`config.mk`:
```
export PLATFORM = sky130hd
export DESIGN_NAME = positional_pid_controller_core_flat
export DESIGN_NICKNAME = d
export VERILOG_FILES = /design/src/rtl/core/ppid_pkg.sv /design/src/rtl/core/ppid_if.sv /design/src/rtl/core/ppid_regs.sv /design/src/rtl/core/ppid_ctrl.sv /design/src/rtl/core/ppid_dp.sv /design/src/rtl/core/positional_pid_controller_core.sv /design/src/flat_wrapper.sv
export SDC_FILE = /design/constraint.sdc
export NUM_CORES = 2
export LEC_CHECK = 0
export ABC_CLOCK_PERIOD_IN_PS = 10150
export BUFFER_PORTS_ARGS = -buffer_cell sky130_fd_sc_hd__buf_4
export CORE_MARGIN = 4
export CORE_UTILIZATION = 34
export CTS_BUF_LIST = sky130_fd_sc_hd__clkbuf_8
export DETAILED_ROUTE_END_ITERATION = 8
export GPL_TIMING_DRIVEN = 0
export MAX_ROUTING_LAYER = met4
export PLACE_DENSITY = 0.56
export SKIP_CTS_REPAIR_TIMING = 1
export SYNTH_ARGS = -nofsm -noshare
export SYNTH_HDL_FRONTEND = slang
export SYNTH_SLANG_ARGS = --single-unit
```
`constraint.sdc`:
```
create_clock -name clk -period 10.15 [get_ports clk]
set_input_delay 0.5075 -clock clk [delete_from_list [all_inputs] [get_ports clk]]
set_output_delay 0.5075 -clock clk [all_outputs]
set_load 0.005 [all_outputs]
```
`src/rtl/core/ppid_pkg.sv`:
```
// ----------------------------------------------------------------------------
// ppid_pkg
// shared constants, configuration layout and controller-to-datapath commands
// for the positional pid controller core
// ----------------------------------------------------------------------------
`default_nettype none

package ppid_pkg;

  // default parameter values
  localparam int DATA_WIDTH_DEF  = 16;
  localparam int GAIN_FRAC_DEF   = 8;

  // fixed formats
  localparam int INTEG_FRAC_BITS = 16;
  localparam int INTEG_W         = 32;
  localparam int GAIN_W          = 16;
  localparam int LIMIT_W         = 31;
  localparam int DRIVE_W         = 32;

  // configuration port
  localparam int CFG_INDEX_W     = 3;
  localparam int CFG_DATA_W      = 31;

  localparam logic [CFG_INDEX_W-1:0] REG_PROP_GAIN      = 3'd0;
  localparam logic [CFG_INDEX_W-1:0] REG_INTEG_GAIN     = 3'd1;
  localparam logic [CFG_INDEX_W-1:0] REG_DERIV_GAIN     = 3'd2;
  localparam logic [CFG_INDEX_W-1:0] REG_INTEGRAL_LIMIT = 3'd3;
  localparam logic [CFG_INDEX_W-1:0] REG_SAMPLE_PERIOD  = 3'd4;
  localparam logic [CFG_INDEX_W-1:0] REG_SAMPLE_RATE    = 3'd5;

  // about 0.005 s in q0.16 and the matching rate in hertz
  localparam logic [GAIN_W-1:0] SAMPLE_PERIOD_RESET = 16'd328;
  localparam logic [GAIN_W-1:0] SAMPLE_RATE_RESET   = 16'd200;

  typedef struct packed {
    logic [GAIN_W-1:0]  prop_gain;
    logic [GAIN_W-1:0]  integ_gain;
    logic [GAIN_W-1:0]  deriv_gain;
    logic [LIMIT_W-1:0] integral_limit;
    logic [GAIN_W-1:0]  sample_period;
    logic [GAIN_W-1:0]  sample_rate;
  } ppid_cfg_t;

  // operand pair for the shared multiplier
  typedef enum logic [2:0] {
    MUL_PERIOD = 3'd0,
    MUL_RATE   = 3'd1,
    MUL_KD     = 3'd2,
    MUL_KP     = 3'd3,
    MUL_KI     = 3'd4
  } mul_sel_t;

  typedef enum logic [1:0] {
    ACC_HOLD   = 2'd0,
    ACC_LOAD_D = 2'd1,
    ACC_ADD_P  = 2'd2,
    ACC_ADD_I  = 2'd3
  } acc_op_t;

  typedef struct packed {
    logic     load_in;
    logic     clear_hist;
    logic     hist_upd;
    logic     integ_upd;
    logic     mul_en;
    mul_sel_t mul_sel;
    acc_op_t  acc_op;
    logic     out_load;
  } dp_cmd_t;

  typedef struct packed {
    logic op_clear;
    logic integ_in_range;
  } dp_status_t;

endpackage

`default_nettype wire

```
`src/rtl/core/ppid_if.sv`:
```
// ----------------------------------------------------------------------------
// ppid channel interfaces
// valid/ready channels for sample transactions and result transactions
// ----------------------------------------------------------------------------
`default_nettype none

interface ppid_sample_if #(
  parameter int DATA_WIDTH = ppid_pkg::DATA_WIDTH_DEF
);
  logic                         valid;
  logic                         ready;
  logic                         op;
  logic signed [DATA_WIDTH-1:0] setpoint;
  logic signed [DATA_WIDTH-1:0] measurement;

  modport source (output valid, output op, output setpoint, output measurement,
                  input ready);
  modport sink   (input valid, input op, input setpoint, input measurement,
                  output ready);
endinterface

interface ppid_result_if;
  logic                                valid;
  logic                                ready;
  logic signed [ppid_pkg::DRIVE_W-1:0] drive;
  logic                                integral_clamped;

  modport source (output valid, output drive, output integral_clamped, input ready);
  modport sink   (input valid, input drive, input integral_clamped, output ready);
endinterface

`default_nettype wire

```
`src/rtl/core/ppid_regs.sv`:
```
// ----------------------------------------------------------------------------
// ppid_regs
// configuration register file, write only
// ----------------------------------------------------------------------------
`default_nettype none

module ppid_regs (
  input  logic                             clk,
  input  logic                             rst,
  input  logic                             cfg_write,
  input  logic [ppid_pkg::CFG_INDEX_W-1:0] cfg_index,
  input  logic [ppid_pkg::CFG_DATA_W-1:0]  cfg_data,
  output ppid_pkg::ppid_cfg_t              cfg
);
  import ppid_pkg::*;

  always_ff @(posedge clk) begin
    if (rst) begin
      cfg.prop_gain      <= '0;
      cfg.integ_gain     <= '0;
      cfg.deriv_gain     <= '0;
      cfg.integral_limit <= '0;
      cfg.sample_period  <= SAMPLE_PERIOD_RESET;
      cfg.sample_rate    <= SAMPLE_RATE_RESET;
    end else if (cfg_write) begin
      case (cfg_index)
        REG_PROP_GAIN:      cfg.prop_gain      <= cfg_data[GAIN_W-1:0];
        REG_INTEG_GAIN:     cfg.integ_gain     <= cfg_data[GAIN_W-1:0];
        REG_DERIV_GAIN:     cfg.deriv_gain     <= cfg_data[GAIN_W-1:0];
        REG_INTEGRAL_LIMIT: cfg.integral_limit <= cfg_data[LIMIT_W-1:0];
        REG_SAMPLE_PERIOD:  cfg.sample_period  <= cfg_data[GAIN_W-1:0];
        REG_SAMPLE_RATE:    cfg.sample_rate    <= cfg_data[GAIN_W-1:0];
        default: ;
      endcase
    end
  end

endmodule

`default_nettype wire

```
`src/rtl/core/ppid_ctrl.sv`:
```
// ----------------------------------------------------------------------------
// ppid_ctrl
// sequencer that steps the datapath through the five shared products
// ----------------------------------------------------------------------------
`default_nettype none

module ppid_ctrl (
  input  logic              clk,
  input  logic              rst,
  input  logic              in_valid,
  input  logic              in_op,
  output logic              in_ready,
  output logic              out_valid,
  input  logic              out_ready,
  output ppid_pkg::dp_cmd_t cmd
);
  import ppid_pkg::*;

  typedef enum logic [7:0] {
    S_IDLE   = 8'b0000_0001,
    S_PERIOD = 8'b0000_0010,
    S_INTEG  = 8'b0000_0100,
    S_DERIV  = 8'b0000_1000,
    S_DTERM  = 8'b0001_0000,
    S_PTERM  = 8'b0010_0000,
    S_ITERM  = 8'b0100_0000,
    S_OUT    = 8'b1000_0000
  } state_t;

  state_t state;
  state_t state_next;
  logic   out_valid_next;

  assign in_ready = (state == S_IDLE);

  always_comb begin
    state_next  = state;
    cmd         = '0;
    cmd.mul_sel = MUL_PERIOD;
    cmd.acc_op  = ACC_HOLD;
    case (state)
      S_IDLE: begin
        if (in_valid) begin
          cmd.load_in    = 1'b1;
          cmd.clear_hist = in_op;
          state_next     = in_op ? S_OUT : S_PERIOD;
        end
      end
      S_PERIOD: begin
        cmd.mul_en   = 1'b1;
        cmd.mul_sel  = MUL_PERIOD;
        cmd.hist_upd = 1'b1;
        state_next   = S_INTEG;
      end
      S_INTEG: begin
        cmd.integ_upd = 1'b1;
        cmd.mul_en    = 1'b1;
        cmd.mul_sel   = MUL_RATE;
        state_next    = S_DERIV;
      end
      S_DERIV: begin
        cmd.mul_en  = 1'b1;
        cmd.mul_sel = MUL_KD;
        state_next  = S_DTERM;
      end
      S_DTERM: begin
        cmd.acc_op  = ACC_LOAD_D;
        cmd.mul_en  = 1'b1;
        cmd.mul_sel = MUL_KP;
        state_next  = S_PTERM;
      end
      S_PTERM: begin
        cmd.acc_op  = ACC_ADD_P;
        cmd.mul_en  = 1'b1;
        cmd.mul_sel = MUL_KI;
        state_next  = S_ITERM;
      end
      S_ITERM: begin
        cmd.acc_op = ACC_ADD_I;
        state_next = S_OUT;
      end
      S_OUT: begin
        if (!out_valid || out_ready) begin
          cmd.out_load = 1'b1;
          state_next   = S_IDLE;
        end
      end
      default: begin
        state_next = S_IDLE;
      end
    endcase
  end

  assign out_valid_next = cmd.out_load | (out_valid & ~out_ready);

  always_ff @(posedge clk) begin
    if (rst) begin
      state     <= S_IDLE;
      out_valid <= 1'b0;
    end else begin
      state     <= state_next;
      out_valid <= out_valid_next;
    end
  end

endmodule

`default_nettype wire

```
`src/rtl/core/ppid_dp.sv`:
```
// ----------------------------------------------------------------------------
// ppid_dp
// error history, clamped integrator, shared multiplier and drive accumulator
// ----------------------------------------------------------------------------
`default_nettype none

module ppid_dp #(
  parameter int DATA_WIDTH     = ppid_pkg::DATA_WIDTH_DEF,
  parameter int GAIN_FRAC_BITS = ppid_pkg::GAIN_FRAC_DEF
) (
  input  logic                                 clk,
  input  logic                                 rst,
  input  ppid_pkg::dp_cmd_t                    cmd,
  input  ppid_pkg::ppid_cfg_t                  cfg,
  input  logic                                 in_op,
  input  logic signed [DATA_WIDTH-1:0]         setpoint,
  input  logic signed [DATA_WIDTH-1:0]         measurement,
  output logic signed [ppid_pkg::DRIVE_W-1:0]  drive,
  output logic                                 integral_clamped,
  output ppid_pkg::dp_status_t                 status
);
  import ppid_pkg::*;

  localparam int ERR_W   = DATA_WIDTH + 1;
  localparam int DIFF_W  = DATA_WIDTH + 2;
  localparam int DERIV_W = DATA_WIDTH + 19;
  localparam int MB_W    = GAIN_W + 1;
  localparam int MA_W    = (DERIV_W > INTEG_W) ? DERIV_W : INTEG_W;
  localparam int PROD_W  = MA_W + MB_W;
  localparam int SUM_W   = ((ERR_W + MB_W > INTEG_W) ? ERR_W + MB_W : INTEG_W) + 1;
  localparam int DT_W    = (DERIV_W + MB_W > 64) ? 64 : DERIV_W + MB_W;
  localparam int PT_W    = ERR_W + MB_W;
  localparam int IT_W    = INTEG_W + MB_W - INTEG_FRAC_BITS;
  localparam int PI_W    = (PT_W > IT_W) ? PT_W : IT_W;
  localparam int ACC_W   = ((DT_W > PI_W) ? DT_W : PI_W) + 2;
  localparam int WIDE_W  = (PROD_W > 64) ? PROD_W : 64;

  localparam logic signed [WIDE_W-1:0] TERM_SAT     = WIDE_W'(64'sh4000_0000_0000_0000);
  localparam logic signed [WIDE_W-1:0] TERM_SAT_NEG = -TERM_SAT;
  localparam logic signed [ACC_W-1:0]  DRIVE_MAX    = ACC_W'(64'sd2147483647);
  localparam logic signed [ACC_W-1:0]  DRIVE_MIN    = ACC_W'(-64'sd2147483648);

  logic                       op_q;
  logic signed [ERR_W-1:0]    err;
  logic signed [ERR_W-1:0]    prev_err;
  logic signed [DIFF_W-1:0]   diff;
  logic signed [INTEG_W-1:0]  integ;
  logic                       clamp_q;
  logic signed [PROD_W-1:0]   prod;
  logic signed [ACC_W-1:0]    acc;

  logic signed [MA_W-1:0]     mul_a;
  logic [GAIN_W-1:0]          mul_b_raw;
  logic signed [MB_W-1:0]     mul_b;

  logic signed [SUM_W-1:0]    sum;
  logic signed [SUM_W-1:0]    lim_s;
  logic signed [INTEG_W-1:0]  integ_next;
  logic                       clamp_next;

  logic signed [WIDE_W-1:0]   prod_wide;
  logic signed [WIDE_W-1:0]   dsat;
  logic signed [ACC_W-1:0]    acc_next;
  logic signed [ACC_W-1:0]    total;
  logic signed [DRIVE_W-1:0]  drive_sat;

  logic signed [INTEG_W:0]    integ_ext;
  logic signed [INTEG_W:0]    lim_ext;

  // multiplier operand select
  always_comb begin
    case (cmd.mul_sel)
      MUL_PERIOD: begin
        mul_a     = MA_W'(err);
        mul_b_raw = cfg.sample_period;
      end
      MUL_RATE: begin
        mul_a     = MA_W'(diff);
        mul_b_raw = cfg.sample_rate;
      end
      MUL_KD: begin
        mul_a     = MA_W'(prod);
        mul_b_raw = cfg.deriv_gain;
      end
      MUL_KP: begin
        mul_a     = MA_W'(err);
        mul_b_raw = cfg.prop_gain;
      end
      MUL_KI: begin
        mul_a     = MA_W'(integ);
        mul_b_raw = cfg.integ_gain;
      end
      default: begin
        mul_a     = '0;
        mul_b_raw = '0;
      end
    endcase
  end

  assign mul_b = signed'({1'b0, mul_b_raw});

  // integrator add and symmetric clamp
  always_comb begin
    sum   = SUM_W'(integ) + SUM_W'(prod);
    lim_s = SUM_W'(signed'({1'b0, cfg.integral_limit}));
    if (sum >= lim_s) begin
      integ_next = INTEG_W'(lim_s);
      clamp_next = 1'b1;
    end else if (sum <= -lim_s) begin
      integ_next = INTEG_W'(-lim_s);
      clamp_next = 1'b1;
    end else begin
      integ_next = INTEG_W'(sum);
      clamp_next = 1'b0;
    end
  end

  // derivative term limited to +/- 2^62
  always_comb begin
    prod_wide = WIDE_W'(prod);
    if (prod_wide > TERM_SAT) begin
      dsat = TERM_SAT;
    end else if (prod_wide < TERM_SAT_NEG) begin
      dsat = TERM_SAT_NEG;
    end else begin
      dsat = prod_wide;
    end
  end

  always_comb begin
    case (cmd.acc_op)
      ACC_LOAD_D: acc_next = ACC_W'(dsat);
      ACC_ADD_P:  acc_next = acc + ACC_W'(prod);
      ACC_ADD_I:  acc_next = acc + ACC_W'(prod >>> INTEG_FRAC_BITS);
      default:    acc_next = acc;
    endcase
  end

  // floor to integer units and saturate
  always_comb begin
    total = acc >>> GAIN_FRAC_BITS;
    if (total > DRIVE_MAX) begin
      drive_sat = DRIVE_W'(DRIVE_MAX);
    end else if (total < DRIVE_MIN) begin
      drive_sat = DRIVE_W'(DRIVE_MIN);
    end else begin
      drive_sat = DRIVE_W'(total);
    end
  end

  // history registers
  always_ff @(posedge clk) begin
    if (rst) begin
      prev_err <= '0;
      integ    <= '0;
    end else if (cmd.clear_hist) begin
      prev_err <= '0;
      integ    <= '0;
    end else begin
      if (cmd.hist_upd) begin
        prev_err <= err;
      end
      if (cmd.integ_upd) begin
        integ <= integ_next;
      end
    end
  end

  // working registers
  always_ff @(posedge clk) begin
    if (cmd.load_in) begin
      op_q <= in_op;
      err  <= ERR_W'(setpoint) - ERR_W'(measurement);
    end
    if (cmd.hist_upd) begin
      diff <= DIFF_W'(err) - DIFF_W'(prev_err);
    end
    if (cmd.integ_upd) begin
      clamp_q <= clamp_next;
    end
    if (cmd.mul_en) begin
      prod <= mul_a * mul_b;
    end
    acc <= acc_next;
    if (cmd.out_load) begin
      drive            <= op_q ? '0 : drive_sat;
      integral_clamped <= op_q ? 1'b0 : clamp_q;
    end
  end

  assign integ_ext             = (INTEG_W + 1)'(integ);
  assign lim_ext               = signed'({2'b00, cfg.integral_limit});
  assign status.op_clear       = op_q;
  assign status.integ_in_range = (integ_ext <= lim_ext) && (integ_ext >= -lim_ext);

endmodule

`default_nettype wire

```
`src/rtl/core/positional_pid_controller_core.sv`:
```
// ----------------------------------------------------------------------------
// positional_pid_controller_core
// positional pid controller with symmetric integrator clamp, fixed point
// ----------------------------------------------------------------------------
// sequence: a control transaction steps through the five products of the single
//   shared multiplier in turn before its result is loaded; a clear transaction
//   loads a zero result directly; a new transaction is taken only once the
//   previous result has been loaded into the output register
// reset: synchronous, clears history and sequencer, loads register defaults
// ----------------------------------------------------------------------------
`default_nettype none

module positional_pid_controller_core #(
  parameter int DATA_WIDTH     = ppid_pkg::DATA_WIDTH_DEF,
  parameter int GAIN_FRAC_BITS = ppid_pkg::GAIN_FRAC_DEF
) (
  input  logic                             clk,
  input  logic                             rst,
  ppid_sample_if.sink                      sample,
  ppid_result_if.source                    result,
  input  logic                             cfg_write,
  input  logic [ppid_pkg::CFG_INDEX_W-1:0] cfg_index,
  input  logic [ppid_pkg::CFG_DATA_W-1:0]  cfg_data
);
  import ppid_pkg::*;

  ppid_cfg_t  cfg;
  dp_cmd_t    cmd;
  dp_status_t status;

  // configuration registers; the user must write them only while idle, not enforced here
  ppid_regs u_regs (
    .clk       (clk),
    .rst       (rst),
    .cfg_write (cfg_write),
    .cfg_index (cfg_index),
    .cfg_data  (cfg_data),
    .cfg       (cfg)
  );

  // sequencer: takes one transaction, walks the products, then loads the
  // output register; a new sample may be taken while a result waits
  ppid_ctrl u_ctrl (
    .clk       (clk),
    .rst       (rst),
    .in_valid  (sample.valid),
    .in_op     (sample.op),
    .in_ready  (sample.ready),
    .out_valid (result.valid),
    .out_ready (result.ready),
    .cmd       (cmd)
  );

  // datapath: error, integrator with clamp, shared multiplier, accumulator
  ppid_dp #(
    .DATA_WIDTH     (DATA_WIDTH),
    .GAIN_FRAC_BITS (GAIN_FRAC_BITS)
  ) u_dp (
    .clk              (clk),
    .rst              (rst),
    .cmd              (cmd),
    .cfg              (cfg),
    .in_op            (sample.op),
    .setpoint         (sample.setpoint),
    .measurement      (sample.measurement),
    .drive            (result.drive),
    .integral_clamped (result.integral_clamped),
    .status           (status)
  );

  // only one transaction in the datapath at a time
  a_one_at_a_time: assert property (@(posedge clk) disable iff (rst)
    (sample.valid && sample.ready) |=> !sample.ready)
    else $error("sample taken while an item is in flight");

  // loading the output register always presents a result
  a_load_shows: assert property (@(posedge clk) disable iff (rst)
    cmd.out_load |=> result.valid)
    else $error("output load without valid result");

  // integrator sits inside the clamp window after every update
  a_integ_range: assert property (@(posedge clk) disable iff (rst)
    $past(cmd.integ_upd) |-> status.integ_in_range)
    else $error("integrator outside its limit");

  // a clear transaction yields a zero result
  a_clear_zero: assert property (@(posedge clk) disable iff (rst)
    (cmd.out_load && status.op_clear) |=>
      (result.drive == '0) && !result.integral_clamped)
    else $error("clear item gave a nonzero result");

endmodule

`default_nettype wire
```
`src/flat_wrapper.sv`:
```
// flat-port wrapper written by rule: the top's interface ports become plain ports
module positional_pid_controller_core_flat import ppid_pkg::*;
#(
  parameter int DATA_WIDTH     = ppid_pkg::DATA_WIDTH_DEF,
  parameter int GAIN_FRAC_BITS = ppid_pkg::GAIN_FRAC_DEF
)
  (clk, rst, cfg_write, cfg_index, cfg_data, sample_valid, sample_op, sample_setpoint, sample_measurement, sample_ready, result_valid, result_drive, result_integral_clamped, result_ready);
  ppid_sample_if #(.DATA_WIDTH(DATA_WIDTH)) sample_i ();
  ppid_result_if result_i ();
  input  logic clk;
  input  logic rst;
  input  logic cfg_write;
  input  logic [ppid_pkg::CFG_INDEX_W-1:0] cfg_index;
  input  logic [ppid_pkg::CFG_DATA_W-1:0] cfg_data;
  input wire logic [$bits(sample_i.valid)-1:0] sample_valid;
  input wire logic [$bits(sample_i.op)-1:0] sample_op;
  input wire logic [$bits(sample_i.setpoint)-1:0] sample_setpoint;
  input wire logic [$bits(sample_i.measurement)-1:0] sample_measurement;
  output wire logic [$bits(sample_i.ready)-1:0] sample_ready;
  output wire logic [$bits(result_i.valid)-1:0] result_valid;
  output wire logic [$bits(result_i.drive)-1:0] result_drive;
  output wire logic [$bits(result_i.integral_clamped)-1:0] result_integral_clamped;
  input wire logic [$bits(result_i.ready)-1:0] result_ready;
  assign sample_i.valid = sample_valid;
  assign sample_i.op = sample_op;
  assign sample_i.setpoint = sample_setpoint;
  assign sample_i.measurement = sample_measurement;
  assign sample_ready = sample_i.ready;
  assign result_valid = result_i.valid;
  assign result_drive = result_i.drive;
  assign result_integral_clamped = result_i.integral_clamped;
  assign result_i.ready = result_ready;
  positional_pid_controller_core #(.DATA_WIDTH(DATA_WIDTH), .GAIN_FRAC_BITS(GAIN_FRAC_BITS)) u_core (.clk(clk), .rst(rst), .sample(sample_i), .result(result_i), .cfg_write(cfg_write), .cfg_index(cfg_index), .cfg_data(cfg_data));
endmodule
```
==> out/results.ini <==
[floorplanning]
die_area_um2=129000
die_h_um=360
coreArea_um2=122000
fp.dieW_um=360
start_util_pct=34.3
fp-row-count=128
io_pins=107

[placed_design]
dp_hpwl_um=123000
dpl-instance-area_um2=45000
gp_congestion=0.964
port_buffers=105
dpl_worst_slack_ps=-2400

[cells_and_area]
fin_area_um2=47100
syn_to_final_growth_pct=12.1
final_layout_size_suffix_gt1_share_pct=7.46
nNetsFinal=6174

[logic_synthesis]
ys_seq_area_share_pct=20.6
synth_cells=5042
ys_seq_elements=345
synth_warnings=0
synthDistinctLibCells=86
ys.flop_type=edfxtp_1
synth_nets=5958
netlist_area_um2=42000
async_flop_share_pct=0
avgSynthCellArea_um2=8.34
synth-edff-count=176

[detailed_routing]
wl_per_cell_um=21.7
antenna_left=0
detail_route.iter0.violations=3273
drc=0
drtPass1Iterations=6
vias=36400
avgViaCountPerCell=5.25
wl_um=150000

[hold_path]
hold_start=sample_op
hold_path_depth=2
hold_end=u_core.u_ctrl.state[1]
min_path_type=input pin to flop

[critical_path]
reg2reg_from=u_core.u_ctrl.state[4]
slowest_delay_ps=560
critPathKind=flop to flop
worstPathArrival_ps=10440
r2r-end=u_core.u_dp.prod[51]
reg2reg_depth=35
cpMaxStageDelayCell=fa_1
cp_data_required_time_ps=10590
crit_path_frequent_cell=fa_1
critPathMaxFanout=10
endpoint_kind=flop
startpoint_type=flop
reg2reg_slack_ps=150

[power_and_ir_drop]
vdd_ir_drop_max_uv=154
combPwrFrac_pct=62.5
power.internal_mw=4.50
power_switching_mw=4.03
swShare_pct=47.2
p_leak_nw=21.4
power.total_mw=8.53
clkPwrFrac_pct=16.7
power_density_nw_per_um2=181
seq_power_share_pct=20.8

[timing]
hold_viol=0
finalWorstSetupSlack_ps=149
whs_ps=22.5
post-route-period-util_pct=98.5
final-setup-viol-count=0
max_freq_mhz=100
period_needed_ps=10000
tightest_slew_ps=1380
tns_ps=0
slew_viol_final=0
slew_headroom_pct=7.07
clock_skew_ps=42.5

[run]
drv_cap=0

[clock_network]
htree_levels=3
cts_tree=yes
clockBufferDepth=3
cts_made_buffers=68
clk_pin_slew_ps=80
cts_root_buffer=clkbuf_8
clock_latency_ps=740
cts_sinks=345

[global_routing]
grt_overflow=0
antenna_found_initial=8
track_usage_pct=23.5
grt_max_degree=55
grt_pass1_wl_um=225000
grt_pass1_vias=36200

[run_status]
status=finished, final reports clean

## cell usage after synthesis, types with 21 or more instances
cell / n / area share (%)
a211oi_1: 30 / 0.54
a21o_1: 78 / 1.4
a21oi_1: 323 / 3.8
a221o_1: 21 / 0.50
and2_1: 26 / 0.39
clkbuf_1: 190 / 1.7
dfxtp_1: 169 / 8.1
edfxtp_1: 176 / 13
fa_1: 535 / 25
ha_1: 309 / 9.2
inv_1: 760 / 6.8
nand2_1: 1023 / 9.1
nand2b_1: 28 / 0.42
nand3_1: 61 / 0.73
nand4_1: 60 / 0.89
nor2_1: 413 / 3.7
nor2b_1: 34 / 0.51
nor3_1: 52 / 0.62
o211ai_1: 25 / 0.45
o21ai_0: 151 / 1.8
o21bai_1: 35 / 0.63
xnor2_1: 127 / 2.6
xor2_1: 55 / 1.1
## metal layers
layer | wire length [µm] | track usage (%) | part of all wire (%)
met3 | 13200 | 4.85 | 8.8
met4 | 6640 | 8.98 | 4.4
met2 | 66200 | 35.7 | 44
met1 | 64000 | 30.8 | 43
met5 | 0 | - | 0
## layout make-up
class,instances,area [µm²]
fillers,12700,75200
multi-input cells,3712,30000
flip-flops and latches,345,8670
inverters,763,2870
well taps,1625,2030
repair buffers,156,1280
clock buffers,74,1020
plain buffers,212,922
clock inverters,44,309
diodes,2,5.00
## sequential cells by signal (all words and copies together) (netlist names)
signal                        flops
u_core.u_dp.diff                 18
u_core.u_dp.op_q                  1
u_core.u_dp.clamp_q               1
u_core.u_dp.integ                32
u_core.u_dp.prod                 52
u_core.u_dp.acc                  54
u_core.u_dp.err                  17
u_core.u_ctrl.state               8
u_core.u_ctrl.out_valid           1
u_core.u_dp.integral_clamped      1
u_core.u_dp.drive                32
u_core.u_dp.prev_err             17
u_core.u_regs.cfg               111
## power by group through the flow
| stage | Clock (mW) | Combinational (mW) | Sequential [mW] |
|---|---|---|---|
| after floorplan | 0 | 3.65 | 1.75 |
| after global placement | 0 | 4.99 | 1.79 |
| after detailed placement | 0 | 5.02 | 1.80 |
| after CTS | 1.47 | 5.06 | 1.77 |
| after global routing | 1.53 | 5.98 | 1.77 |
| final | 1.42 | 5.33 | 1.77 |
## cells by family (layout without fill, tap and decap cells)
logic type               after synthesis  after routing  synth area share, %
AO/OA/AOI/OAI                        863            863                 13.3
XOR/XNOR                             182            182                 3.79
adder cells (fa/ha/maj)              844            844                 34.7
buffers and inverters                985           1249                 8.91
flip-flops                           345            345                 20.6
multiplexers                          11             11                0.262
other                                  0              2                    0
AND/OR/NAND/NOR                     1812           1812                 18.4
## through the flow
step / utilization [%] / cells
2_1_floorplan: - / 5042
5_1_grt: 38.5 / 6932
3_3_place_gp: 36.7 / 6772
3_5_place_dp: 36.8 / 6783
4_1_cts: 37.9 / 6901
6_report: 38.5 / 6933
## worst max-delay path: cells and delay by family, from the launching register on
kind / cells / cell delay (ps)
AO/OA/AOI/OAI: 9 / 1840
XOR/XNOR: 1 / 130
AND/OR/NAND/NOR: 8 / 2570
buffers and inverters: 10 / 1250
adder cells (fa/ha/maj): 7 / 3480
flip-flops: 1 / 360
## cells in the final DEF, fill, tap and decap left out, drive strengths merged, types with 15 or more instances in the layout
| master | n |
|---|---|
| a221oi | 33 |
| nand4 | 60 |
| edfxtp | 176 |
| o21ai | 152 |
| clkbuf | 258 |
| inv | 787 |
| ha | 309 |
| o21bai | 35 |
| dfxtp | 169 |
| a21oi | 323 |
| nand2b | 28 |
| nor3 | 52 |
| xor2 | 55 |
| a31oi | 20 |
| a22o | 17 |
| fa | 535 |
| buf | 184 |
| a211oi | 30 |
| nand2 | 1023 |
| and2 | 27 |
| o21a | 20 |
| a21o | 78 |
| nor2b | 34 |
| and3 | 20 |
| nand3 | 61 |
| or3 | 15 |
| nor2 | 413 |
| o211ai | 25 |
| clkinv | 17 |
| xnor2 | 127 |
| a221o | 21 |
| and4 | 18 |
| nor4 | 22 |
## how the worst max path moves through the flow
stage | start | to | slack, ps | depth (start not counted)
after global routing | u_core.u_ctrl.state[4] | u_core.u_dp.prod[51] | -170 | 35
after global placement | u_core.u_ctrl.state[1] | u_core.u_dp.prod[51] | -2730 | 29
final | u_core.u_ctrl.state[4] | u_core.u_dp.prod[51] | 150 | 35
after floorplan | u_core.u_ctrl.state[1] | u_core.u_dp.prod[40] | 1480 | 33
after detailed placement | u_core.u_ctrl.state[1] | u_core.u_dp.prod[51] | -2400 | 30
after CTS | u_core.u_ctrl.state[4] | u_core.u_dp.prod[51] | -2500 | 30
Power figures use the tool's default switching activity.
